<file path="src/rtl/linear_adsr_voice_gain_unit_defines.svh">
`ifndef LINEAR_ADSR_VOICE_GAIN_UNIT_DEFINES_SVH
`define LINEAR_ADSR_VOICE_GAIN_UNIT_DEFINES_SVH

// same-cycle implication on clk, switched off while rst is high
`define LAVG_ASSERT_NOW(label, ante, cons, msg) \
  label: assert property (@(posedge clk) disable iff (rst) (ante) |-> (cons)) \
    else $error(msg);

// next-cycle implication on clk, switched off while rst is high
`define LAVG_ASSERT_NEXT(label, ante, cons, msg) \
  label: assert property (@(posedge clk) disable iff (rst) (ante) |=> (cons)) \
    else $error(msg);

`endif

</file>
<file path="src/rtl/lavg_pkg.sv">
package lavg_pkg;

  // field and datapath widths
  localparam int SAMPLE_W   = 24;
  localparam int ENV_FRAC   = 23;
  localparam int STEP_FRAC  = 15;
  localparam int LEVEL_W    = ENV_FRAC + 1;
  localparam int ACC_W      = LEVEL_W + STEP_FRAC;
  localparam int STEP_W     = ACC_W + 1;
  localparam int SUM_W      = ACC_W + 2;
  localparam int LEN_W      = 24;
  localparam int GAIN_W     = 16;
  localparam int GAIN_FRAC  = 12;
  localparam int VEL_W      = 16;
  localparam int REQ_W      = 2;
  localparam int PHASE_W    = 3;
  localparam int CFG_DATA_W = 24;
  localparam int CFG_IDX_W  = 3;

  // shared multiplier and divider sizing
  localparam int MUL_A_W   = 28;
  localparam int MUL_B_W   = 24;
  localparam int PROD_W    = MUL_A_W + MUL_B_W;
  localparam int DIV_STEPS = ACC_W;
  localparam int CNT_W     = $clog2(DIV_STEPS);

  localparam logic [LEVEL_W-1:0] FULL_LEVEL = LEVEL_W'(1) << ENV_FRAC;
  localparam logic [ACC_W-1:0]   ACC_TOP    = ACC_W'(1) << (ACC_W - 1);

  // reset values of the settings registers
  localparam logic [LEVEL_W-1:0] SUSTAIN_RST = FULL_LEVEL;
  localparam logic [GAIN_W-1:0]  GAIN_RST    = GAIN_W'(4096);

  typedef enum logic [REQ_W-1:0] {
    REQ_TICK = 2'd0,
    REQ_ON   = 2'd1,
    REQ_OFF  = 2'd2
  } req_t;

  typedef enum logic [PHASE_W-1:0] {
    PH_IDLE    = 3'd0,
    PH_ATTACK  = 3'd1,
    PH_DECAY   = 3'd2,
    PH_SUSTAIN = 3'd3,
    PH_RELEASE = 3'd4
  } phase_t;

  typedef enum logic [CFG_IDX_W-1:0] {
    CFG_ATTACK  = 3'd0,
    CFG_DECAY   = 3'd1,
    CFG_RELEASE = 3'd2,
    CFG_SUSTAIN = 3'd3,
    CFG_GAIN    = 3'd4
  } cfg_idx_t;

  typedef enum logic [3:0] {
    S_IDLE,
    S_EXEC,
    S_START,
    S_DIV,
    S_STEP,
    S_MUL1,
    S_MUL2,
    S_MUL3,
    S_ROUND,
    S_FINISH
  } seq_t;

endpackage

</file>
<file path="src/rtl/lavg_if.sv">
// request channel: one voice command per transfer
interface lavg_req_if;
  import lavg_pkg::*;
  logic                       valid;
  logic                       ready;
  logic [REQ_W-1:0]           req_type;
  logic [VEL_W-1:0]           velocity_in;
  logic signed [SAMPLE_W-1:0] sample_in;

  modport source (output valid, req_type, velocity_in, sample_in, input ready);
  modport sink (input valid, req_type, velocity_in, sample_in, output ready);
endinterface

// result channel: one result per request
interface lavg_res_if;
  import lavg_pkg::*;
  logic                       valid;
  logic                       ready;
  logic signed [SAMPLE_W-1:0] sample_out;
  logic [LEVEL_W-1:0]         envelope_level;
  logic [PHASE_W-1:0]         phase;
  logic                       stealable;

  modport source (output valid, sample_out, envelope_level, phase, stealable, input ready);
  modport sink (input valid, sample_out, envelope_level, phase, stealable, output ready);
endinterface

</file>
<file path="src/rtl/linear_adsr_voice_gain_unit.sv">
// one request at a time; ready only while the sequencer is idle
// plain tick: exec, mul1, mul2, mul3 and round, then finish registers the result
// note off or tick while idle, or an unknown request: exec, then finish
// note on always starts a phase: start state, then at nonzero length the bit-serial 39-step
// divider, then step; gain path uses one shared 28x24 multiplier three times per active tick
// rst (synchronous, active high) clears the envelope to idle and loads the default settings
`include "linear_adsr_voice_gain_unit_defines.svh"

module linear_adsr_voice_gain_unit (
  input  logic                              clk,
  input  logic                              rst,
  lavg_req_if.sink                          req,
  lavg_res_if.source                        res,
  input  logic                              cfg_we,
  input  logic [lavg_pkg::CFG_IDX_W-1:0]    cfg_index,
  input  logic [lavg_pkg::CFG_DATA_W-1:0]   cfg_data
);
  import lavg_pkg::*;

  // settings registers
  logic [LEN_W-1:0]   attack_samples;
  logic [LEN_W-1:0]   decay_samples;
  logic [LEN_W-1:0]   release_samples;
  logic [LEVEL_W-1:0] sustain_level;
  logic [GAIN_W-1:0]  base_gain;

  // sequencer and envelope state
  seq_t                state, state_next;
  phase_t              phase_reg, phase_reg_next;
  logic [ACC_W-1:0]    acc, acc_next;
  logic [STEP_W-1:0]   step, step_next;
  logic [LEVEL_W-1:0]  target_level, target_level_next;
  logic [VEL_W-1:0]    velocity_reg, velocity_reg_next;

  // latched request and working registers
  logic [REQ_W-1:0]           req_type_r, req_type_r_next;
  logic [VEL_W-1:0]           velocity_in_r, velocity_in_r_next;
  logic [SAMPLE_W-1:0]        sample_in_r, sample_in_r_next;
  logic [LEN_W-1:0]           len_r, len_r_next;
  logic                       tick_r, tick_r_next;
  logic [ACC_W-1:0]           quo, quo_next;
  logic [LEN_W:0]             rem, rem_next;
  logic [CNT_W-1:0]           div_cnt, div_cnt_next;
  logic                       diff_neg, diff_neg_next;
  logic                       diff_nz, diff_nz_next;
  logic [PROD_W-1:0]          prod, prod_next;
  logic [SAMPLE_W-1:0]        sout, sout_next;

  // result register
  logic                 out_valid, out_valid_next;
  logic [SAMPLE_W-1:0]  out_sample, out_sample_next;
  logic [LEVEL_W-1:0]   out_level, out_level_next;
  logic [PHASE_W-1:0]   out_phase, out_phase_next;
  logic                 out_steal, out_steal_next;

  // combinational helpers
  logic signed [SUM_W-1:0]  acc_s, step_s, sum, top_s, tgt_s;
  logic [ACC_W-1:0]         tgt_acc;
  logic signed [STEP_W-1:0] diff;
  logic [STEP_W-1:0]        diff_mag;
  logic [LEN_W:0]           rem_sh;
  logic                     rem_ge;
  logic [ACC_W-1:0]         q_mag;
  logic [STEP_W-1:0]        q_ext;
  logic [LEVEL_W-1:0]       sus_cl;
  logic [MUL_A_W-1:0]       mul_a;
  logic [MUL_B_W-1:0]       mul_b;
  logic [PROD_W-1:0]        mul_p;
  logic                     s_neg;
  logic [SAMPLE_W-1:0]      s_mag;
  logic                     rnd_inc;
  logic [PROD_W-ENV_FRAC:0] r_raw;
  logic [SAMPLE_W-1:0]      r_lim;
  logic [SAMPLE_W-1:0]      r_sat;

  assign req.ready          = (state == S_IDLE);
  assign res.valid          = out_valid;
  assign res.sample_out     = out_sample;
  assign res.envelope_level = out_level;
  assign res.phase          = out_phase;
  assign res.stealable      = out_steal;

  // settings write port
  always_ff @(posedge clk) begin
    if (rst) begin
      attack_samples  <= '0;
      decay_samples   <= '0;
      release_samples <= '0;
      sustain_level   <= SUSTAIN_RST;
      base_gain       <= GAIN_RST;
    end else if (cfg_we) begin
      case (cfg_index)
        CFG_ATTACK:  attack_samples  <= cfg_data[LEN_W-1:0];
        CFG_DECAY:   decay_samples   <= cfg_data[LEN_W-1:0];
        CFG_RELEASE: release_samples <= cfg_data[LEN_W-1:0];
        CFG_SUSTAIN: sustain_level   <= cfg_data[LEVEL_W-1:0];
        CFG_GAIN:    base_gain       <= cfg_data[GAIN_W-1:0];
        default: ;
      endcase
    end
  end

  // envelope accumulator step and phase-end levels
  assign acc_s   = $signed({2'b00, acc});
  assign step_s  = $signed({step[STEP_W-1], step});
  assign sum     = acc_s + step_s;
  assign top_s   = $signed({2'b00, ACC_TOP});
  assign tgt_acc = {target_level, {STEP_FRAC{1'b0}}};
  assign tgt_s   = $signed({2'b00, tgt_acc});
  assign sus_cl  = (sustain_level > FULL_LEVEL) ? FULL_LEVEL : sustain_level;

  // distance to target, as sign and magnitude for the divider
  assign diff     = $signed({1'b0, tgt_acc}) - $signed({1'b0, acc});
  assign diff_mag = diff[STEP_W-1] ? (~diff + STEP_W'(1)) : diff;

  // restoring divider step
  assign rem_sh = {rem[LEN_W-1:0], quo[ACC_W-1]};
  assign rem_ge = (rem_sh >= {1'b0, len_r});

  // step magnitude, never zero while the target is still away
  assign q_mag = ((quo == '0) && diff_nz) ? ACC_W'(1) : quo;
  assign q_ext = {1'b0, q_mag};

  // shared multiplier
  assign mul_p = {{MUL_B_W{1'b0}}, mul_a} * {{MUL_A_W{1'b0}}, mul_b};

  // sample magnitude and output rounding
  assign s_neg   = sample_in_r[SAMPLE_W-1];
  assign s_mag   = s_neg ? (~sample_in_r + SAMPLE_W'(1)) : sample_in_r;
  assign rnd_inc = s_neg ? (prod[ENV_FRAC-1] && (|prod[ENV_FRAC-2:0]))
                         : prod[ENV_FRAC-1];
  assign r_raw   = {1'b0, prod[PROD_W-1:ENV_FRAC]} + (PROD_W-ENV_FRAC+1)'(rnd_inc);
  assign r_lim   = s_neg ? (SAMPLE_W'(1) << (SAMPLE_W - 1))
                         : ((SAMPLE_W'(1) << (SAMPLE_W - 1)) - SAMPLE_W'(1));
  assign r_sat   = (r_raw > (PROD_W-ENV_FRAC+1)'(r_lim)) ? r_lim : r_raw[SAMPLE_W-1:0];

  // sequencer
  always_comb begin
    state_next         = state;
    phase_reg_next     = phase_reg;
    acc_next           = acc;
    step_next          = step;
    target_level_next  = target_level;
    velocity_reg_next  = velocity_reg;
    req_type_r_next    = req_type_r;
    velocity_in_r_next = velocity_in_r;
    sample_in_r_next   = sample_in_r;
    len_r_next         = len_r;
    tick_r_next        = tick_r;
    quo_next           = quo;
    rem_next           = rem;
    div_cnt_next       = div_cnt;
    diff_neg_next      = diff_neg;
    diff_nz_next       = diff_nz;
    prod_next          = prod;
    sout_next          = sout;
    out_valid_next     = out_valid;
    out_sample_next    = out_sample;
    out_level_next     = out_level;
    out_phase_next     = out_phase;
    out_steal_next     = out_steal;
    mul_a              = '0;
    mul_b              = '0;

    if (res.ready) begin
      out_valid_next = 1'b0;
    end

    case (state)
      S_IDLE: begin
        if (req.valid) begin
          req_type_r_next    = req.req_type;
          velocity_in_r_next = req.velocity_in;
          sample_in_r_next   = req.sample_in;
          state_next         = S_EXEC;
        end
      end

      S_EXEC: begin
        sout_next   = '0;
        tick_r_next = 1'b0;
        if (req_type_r == REQ_ON) begin
          velocity_reg_next = velocity_in_r;
          acc_next          = '0;
          phase_reg_next    = PH_ATTACK;
          target_level_next = FULL_LEVEL;
          len_r_next        = attack_samples;
          state_next        = S_START;
        end else if (req_type_r == REQ_OFF) begin
          if (phase_reg != PH_IDLE) begin
            phase_reg_next    = PH_RELEASE;
            target_level_next = '0;
            len_r_next        = release_samples;
            state_next        = S_START;
          end else begin
            state_next = S_FINISH;
          end
        end else if ((req_type_r == REQ_TICK) && (phase_reg != PH_IDLE)) begin
          tick_r_next = 1'b1;
          state_next  = S_MUL1;
          case (phase_reg)
            PH_ATTACK: begin
              if (sum >= top_s) begin
                acc_next          = ACC_TOP;
                phase_reg_next    = PH_DECAY;
                target_level_next = sus_cl;
                len_r_next        = decay_samples;
                state_next        = S_START;
              end else begin
                acc_next = sum[ACC_W-1:0];
              end
            end
            PH_DECAY: begin
              if (sum <= tgt_s) begin
                acc_next       = tgt_acc;
                phase_reg_next = PH_SUSTAIN;
                step_next      = '0;
              end else begin
                acc_next = sum[ACC_W-1:0];
              end
            end
            PH_RELEASE: begin
              if (sum[SUM_W-1] || (sum == '0)) begin
                acc_next       = '0;
                phase_reg_next = PH_IDLE;
                step_next      = '0;
              end else begin
                acc_next = sum[ACC_W-1:0];
              end
            end
            default: ;
          endcase
        end else begin
          state_next = S_FINISH;
        end
      end

      // phase start: jump on zero length, else divide the distance
      S_START: begin
        if (len_r == '0) begin
          acc_next   = tgt_acc;
          step_next  = '0;
          state_next = tick_r ? S_MUL1 : S_FINISH;
        end else begin
          diff_neg_next = diff[STEP_W-1];
          diff_nz_next  = (diff != '0);
          quo_next      = diff_mag[ACC_W-1:0];
          rem_next      = '0;
          div_cnt_next  = '0;
          state_next    = S_DIV;
        end
      end

      // one quotient bit per cycle
      S_DIV: begin
        rem_next     = rem_ge ? (rem_sh - {1'b0, len_r}) : rem_sh;
        quo_next     = {quo[ACC_W-2:0], rem_ge};
        div_cnt_next = div_cnt + CNT_W'(1);
        if (div_cnt == CNT_W'(DIV_STEPS - 1)) begin
          state_next = S_STEP;
        end
      end

      S_STEP: begin
        step_next  = diff_neg ? (~q_ext + STEP_W'(1)) : q_ext;
        state_next = tick_r ? S_MUL1 : S_FINISH;
      end

      // level times velocity
      S_MUL1: begin
        mul_a      = MUL_A_W'(acc[ACC_W-1:STEP_FRAC]);
        mul_b      = MUL_B_W'(velocity_reg);
        prod_next  = mul_p;
        state_next = S_MUL2;
      end

      // times base gain
      S_MUL2: begin
        mul_a      = MUL_A_W'(prod[VEL_W +: LEVEL_W]);
        mul_b      = MUL_B_W'(base_gain);
        prod_next  = mul_p;
        state_next = S_MUL3;
      end

      // gain times sample magnitude
      S_MUL3: begin
        mul_a      = prod[GAIN_FRAC +: MUL_A_W];
        mul_b      = MUL_B_W'(s_mag);
        prod_next  = mul_p;
        state_next = S_ROUND;
      end

      S_ROUND: begin
        sout_next  = s_neg ? (~r_sat + SAMPLE_W'(1)) : r_sat;
        state_next = S_FINISH;
      end

      // hand the result over once the result register is free
      S_FINISH: begin
        if (!out_valid || res.ready) begin
          out_valid_next  = 1'b1;
          out_sample_next = sout;
          out_level_next  = acc[ACC_W-1:STEP_FRAC];
          out_phase_next  = phase_reg;
          out_steal_next  = (phase_reg == PH_RELEASE);
          state_next      = S_IDLE;
        end
      end

      default: begin
        state_next = S_IDLE;
      end
    endcase
  end

  // control and envelope state
  always_ff @(posedge clk) begin
    if (rst) begin
      state        <= S_IDLE;
      phase_reg    <= PH_IDLE;
      acc          <= '0;
      step         <= '0;
      target_level <= '0;
      velocity_reg <= '0;
      out_valid    <= 1'b0;
    end else begin
      state        <= state_next;
      phase_reg    <= phase_reg_next;
      acc          <= acc_next;
      step         <= step_next;
      target_level <= target_level_next;
      velocity_reg <= velocity_reg_next;
      out_valid    <= out_valid_next;
    end
  end

  // working and payload registers
  always_ff @(posedge clk) begin
    req_type_r    <= req_type_r_next;
    velocity_in_r <= velocity_in_r_next;
    sample_in_r   <= sample_in_r_next;
    len_r         <= len_r_next;
    tick_r        <= tick_r_next;
    quo           <= quo_next;
    rem           <= rem_next;
    div_cnt       <= div_cnt_next;
    diff_neg      <= diff_neg_next;
    diff_nz       <= diff_nz_next;
    prod          <= prod_next;
    sout          <= sout_next;
    out_sample    <= out_sample_next;
    out_level     <= out_level_next;
    out_phase     <= out_phase_next;
    out_steal     <= out_steal_next;
  end

  // checks
  `LAVG_ASSERT_NEXT(a_busy_after_transfer, req.valid && req.ready, !req.ready,
                    "request taken while previous one still in work")
  `LAVG_ASSERT_NOW(a_level_in_range, 1'b1, acc <= ACC_TOP,
                   "envelope accumulator above full scale")
  `LAVG_ASSERT_NOW(a_flat_phase_no_step, phase_reg == PH_IDLE || phase_reg == PH_SUSTAIN,
                   step == '0, "nonzero step while idle or sustaining")
  `LAVG_ASSERT_NOW(a_result_from_finish, $rose(res.valid), $past(state) == S_FINISH,
                   "result raised outside the finish step")

endmodule
</file>
<file path="src/flat_wrapper.sv">
// flat-port wrapper written by rule: the top's interface ports become plain ports
module linear_adsr_voice_gain_unit_flat import lavg_pkg::*;
  (clk, rst, cfg_we, cfg_index, cfg_data, req_valid, req_req_type, req_velocity_in, req_sample_in, req_ready, res_valid, res_sample_out, res_envelope_level, res_phase, res_stealable, res_ready);
  lavg_req_if req_i ();
  lavg_res_if res_i ();
  input  logic clk;
  input  logic rst;
  input  logic cfg_we;
  input  logic [lavg_pkg::CFG_IDX_W-1:0] cfg_index;
  input  logic [lavg_pkg::CFG_DATA_W-1:0] cfg_data;
  input wire logic [$bits(req_i.valid)-1:0] req_valid;
  input wire logic [$bits(req_i.req_type)-1:0] req_req_type;
  input wire logic [$bits(req_i.velocity_in)-1:0] req_velocity_in;
  input wire logic [$bits(req_i.sample_in)-1:0] req_sample_in;
  output wire logic [$bits(req_i.ready)-1:0] req_ready;
  output wire logic [$bits(res_i.valid)-1:0] res_valid;
  output wire logic [$bits(res_i.sample_out)-1:0] res_sample_out;
  output wire logic [$bits(res_i.envelope_level)-1:0] res_envelope_level;
  output wire logic [$bits(res_i.phase)-1:0] res_phase;
  output wire logic [$bits(res_i.stealable)-1:0] res_stealable;
  input wire logic [$bits(res_i.ready)-1:0] res_ready;
  assign req_i.valid = req_valid;
  assign req_i.req_type = req_req_type;
  assign req_i.velocity_in = req_velocity_in;
  assign req_i.sample_in = req_sample_in;
  assign req_ready = req_i.ready;
  assign res_valid = res_i.valid;
  assign res_sample_out = res_i.sample_out;
  assign res_envelope_level = res_i.envelope_level;
  assign res_phase = res_i.phase;
  assign res_stealable = res_i.stealable;
  assign res_i.ready = res_ready;
  linear_adsr_voice_gain_unit u_core (.clk(clk), .rst(rst), .req(req_i), .res(res_i), .cfg_we(cfg_we), .cfg_index(cfg_index), .cfg_data(cfg_data));
endmodule
</file>
<file path="config.mk">
export PLATFORM = sky130hd
export DESIGN_NAME = linear_adsr_voice_gain_unit_flat
export DESIGN_NICKNAME = d
export VERILOG_FILES = /design/src/rtl/lavg_pkg.sv /design/src/rtl/lavg_if.sv /design/src/rtl/linear_adsr_voice_gain_unit.sv /design/src/flat_wrapper.sv
export VERILOG_INCLUDE_DIRS = /design/src /design/src/rtl
export SDC_FILE = /design/constraint.sdc
export NUM_CORES = 2
export LEC_CHECK = 0
export BUFFER_PORTS_ARGS = -buffer_cell sky130_fd_sc_hd__buf_2
export CORE_MARGIN = 4
export CORE_UTILIZATION = 35
export DETAILED_ROUTE_END_ITERATION = 7
export SLEW_MARGIN = 20
export SYNTH_ARGS = -nofsm -noshare
export SYNTH_HDL_FRONTEND = slang
export SYNTH_SLANG_ARGS = --single-unit
</file>
<file path="constraint.sdc">
create_clock -name clk -period 13.1 [get_ports clk]
set_input_delay 2.62 -clock clk [delete_from_list [all_inputs] [get_ports clk]]
set_output_delay 2.62 -clock clk [all_outputs]
set_load 0.01 [all_outputs]
</file>
==> results.yml <==
worst_hold_path:
  hp-class: "flop to flop"
layout:
  area.growth.synth_to_final_pct: 9.345
  layout.nets: 6824
  top_regs: "u_core.prod: 52 flops, u_core.step: 40 flops"
  instances_no_fill: 7814
  final_area_sq_mm: 0.05565
  drive_above_1_share_pct: 6.756
  regMostFlops: "u_core.prod"
  largest_reg_flops: 52
  fillers: 14680
placement:
  dpl.cell_count: 7695
  pre_cts_ws_ps: 2750
  dp_hpwl_um: 132800
  globalplace.congestion: 0.9230
  port_buffers: 127
  placed_cell_area_sq_mm: 0.05362
synth:
  postSynthCellCount: 5880
  synth_nets: 6850
  synth_edf_count: 266
  syn-cell-area_sq_mm: 0.05089
  ys_ff_latch: 505
  synth_flop_cell: "edfxtp_1"
  synth_top_area_share_pct: 22.50
  ys_seq_area_share_pct: 25.10
  ys_async_sr_fraction_pct: 0
  synth_warnings: 0
  ys_types: 99
  post-synth-top-area-cell: "fa_1"
  synth.area.top_cells: "fa_1 23%, edfxtp_1 16%, dfxtp_1 9.4%"
  syn_avg_cell_area_sq_um: 8.655
die:
  fp.dieW_um: 389.3
  start_util_pct: 35.34
  io_pins: 128
  core-area_sq_mm: 0.1440
  die_area_sq_mm: 0.1516
  rows: 139
  die_h_um: 389.3
detailed_routing:
  firstDrtPassIters: 6
  dr_wl_met3_um: 13860
  highest_layer: "met5"
  routed_via_density: 5.378
  drt_iter0_drc: 3753
  wl_met1_um: 72820
  antenna_left: 0
  drc_errors: 0
  post_drt_wl_per_cell_um: 21.99
  dr_wl_met2_um: 77330
  drt_wl_total_um: 171800
  vias: 42020
clock_tree:
  cts.reportedPaths.clkPinSlew_ps: 70
  clockBufferDepth: 3
  cts.sinks: 505
  cts-resized-gates: 0
  cts_tree: "done"
  clock_latency_ps: 690
  h-tree-depth: 2
  post-cts-setup-buffers: 0
  postCtsHoldBufs: 0
  cts_buffers: 60
  clock-root-buffer: "clkbuf_16"
grt:
  grt_first_pass_wirelength_um: 262200
  antenna_found_initial: 10
  grt_max_degree: 80
  grt_use_total_pct: 22.52
  grt_pass1_vias: 42190
  overflow: 0
pwr:
  internal-power_mw: 3.561
  powerDensity_mw_per_mm2: 103.0
  irDropWorstVdd_mv: 0.1235
  p_sw_mw: 2.170
  clkPwrFrac_pct: 29.8
  p_comb_share_pct: 33.5
  p_leak_nw: 24.14
  seqPwrFrac_pct: 36.7
  switching_share_pct: 37.86
timing:
  finalWorstSetupSlack_ps: 2647
  skew_ps: 32.83
  finalHoldViolCount: 0
  finalMaxSlewViolations: 0
  timing.final.crit_share_pct: 79.80
  rsz0062_at_grt: "false"
  fin_setup_tns_ps: 0
  setup_viol: 0
  timing.hold.ws_ps: 417.6
  relSlewSlack_pct: 21.48
  fmax_mhz: 95.66
  min_period_ps: 10450
  worst_pin_slew_ps: 1174
setup_path:
  cp_max_fo: 15
  start_kind: "flop"
  cp.required_ps: 13520
  cpMaxStageDelayCell: "nor4_1"
  crit_top_cell: "fa_1"
  worstSetupPathType: "flop to flop"
  max_stage_delay_ps: 600
  arrival_ps: 10870
  endpoint_kind: "flop"
job:
  drv_cap: 0
run_status:
  run_status: "finished clean"
==> stage by stage <==
step | util, % | power [mW]
global placement | 37.22 | 4.009
CTS | 38.63 | 5.762
finish | 38.64 | 5.730
floorplan | - | 3.400
detailed placement | 37.24 | 4.033
global route | 38.64 | 6.034
==> power by group through the flow <==
stage                     Clock, mW  Sequential [mW]  Combinational, mW
after detailed placement          0             2.14               1.89
after global routing           1.81             2.12               2.10
after floorplan                   0             2.03               1.37
after CTS                      1.75             2.11               1.90
final                          1.71             2.10               1.92
after global placement            0             2.14               1.87
==> worst max-delay path: cells and delay by family, from the launching register on <==
family / cells / cell delay [ps]
XOR/XNOR: 2 / 250
adder cells (fa/ha/maj): 8 / 3960
AO/OA/AOI/OAI: 13 / 3430
AND/OR/NAND/NOR: 5 / 1470
buffers and inverters: 6 / 620
flip-flops: 1 / 440
==> Yosys cell counts (all sizes together), types with 8 or more instances <==
cell type	count
nor2b	36
nor4	38
nor3	65
nand3b	12
inv	804
a21oi	389
edfxtp	266
or3	29
nand2	956
a211o	22
o211ai	18
a32oi	8
mux2i	70
a211oi	45
nand2b	44
xnor2	118
o21bai	18
or2	21
clkbuf	256
and3	32
ha	324
or4	15
a21o	81
and4	8
a31oi	30
buf	37
nor3b	9
a221oi	31
o21a	33
o31ai	33
nand3	109
o21ai	222
and2	62
nand4	36
a22oi	9
o41ai	13
a21boi	12
o22ai	34
dfxtp	239
xor2	127
nor2	494
fa	572
==> cell usage in the layout, fill, tap and decap left out, drive strengths merged, types with 34 or more instances in the layout <==
cell type,instances
nand2,956
inv,811
fa,572
nor2,494
a21oi,389
ha,324
edfxtp,266
dfxtp,239
o21ai,222
buf,205
xor2,127
xnor2,118
nand3,109
clkbuf,84
a21o,81
mux2i,70
nor3,65
and2,62
a211oi,45
nand2b,44
nor4,38
nand4,36
nor2b,36
o22ai,34
==> cells by family (layout without fill, tap and decap cells) <==
group,after synthesis,after routing,share of synthesized area [%]
buf+inv,1099,1125,8.182
other cells,0,5,0
flops,505,505,25.10
fa+ha+maj,896,896,30.47
mux,76,76,1.532
compound gates,1079,1079,13.33
xor+xnor,245,245,4.216
simple gates,1980,1980,17.18
==> cell type report <==
class                   count  area [sq um]  share of cell area [%]
diodes                      5         12.51                 0.02248
clock buffers              84          1725                   3.101
flip-flops and latches    505         12780                   22.97
repair buffers            205          1235                   2.219
multi-input cells        4276         34200                   61.46
well taps                1903          2381                   4.279
clock inverters            30         286.5                  0.5149
inverters                 806          3025                   5.437
==> routing by layer <==
layer  global-route usage (%)  vias to the layer above
met5                   0.1914                        -
met4                    8.464                        2
met3                    4.285                      346
met2                    36.16                     1653
met1                    30.18                    20660
li1                         -                    19360
==> path summary, 6_finish.rpt <==
path	start	endpoint	slack, ps	cells after the start
max reg2reg	u_core.sample_in_r[4]	u_core.prod[49]	2650	34
max	u_core.sample_in_r[4]	u_core.prod[49]	2650	34
min	u_core.sout[19]	u_core.res.sample_out[19]	420	0
min reg2reg	u_core.sout[19]	u_core.res.sample_out[19]	420	0
(Power assumes the default switching activity.)
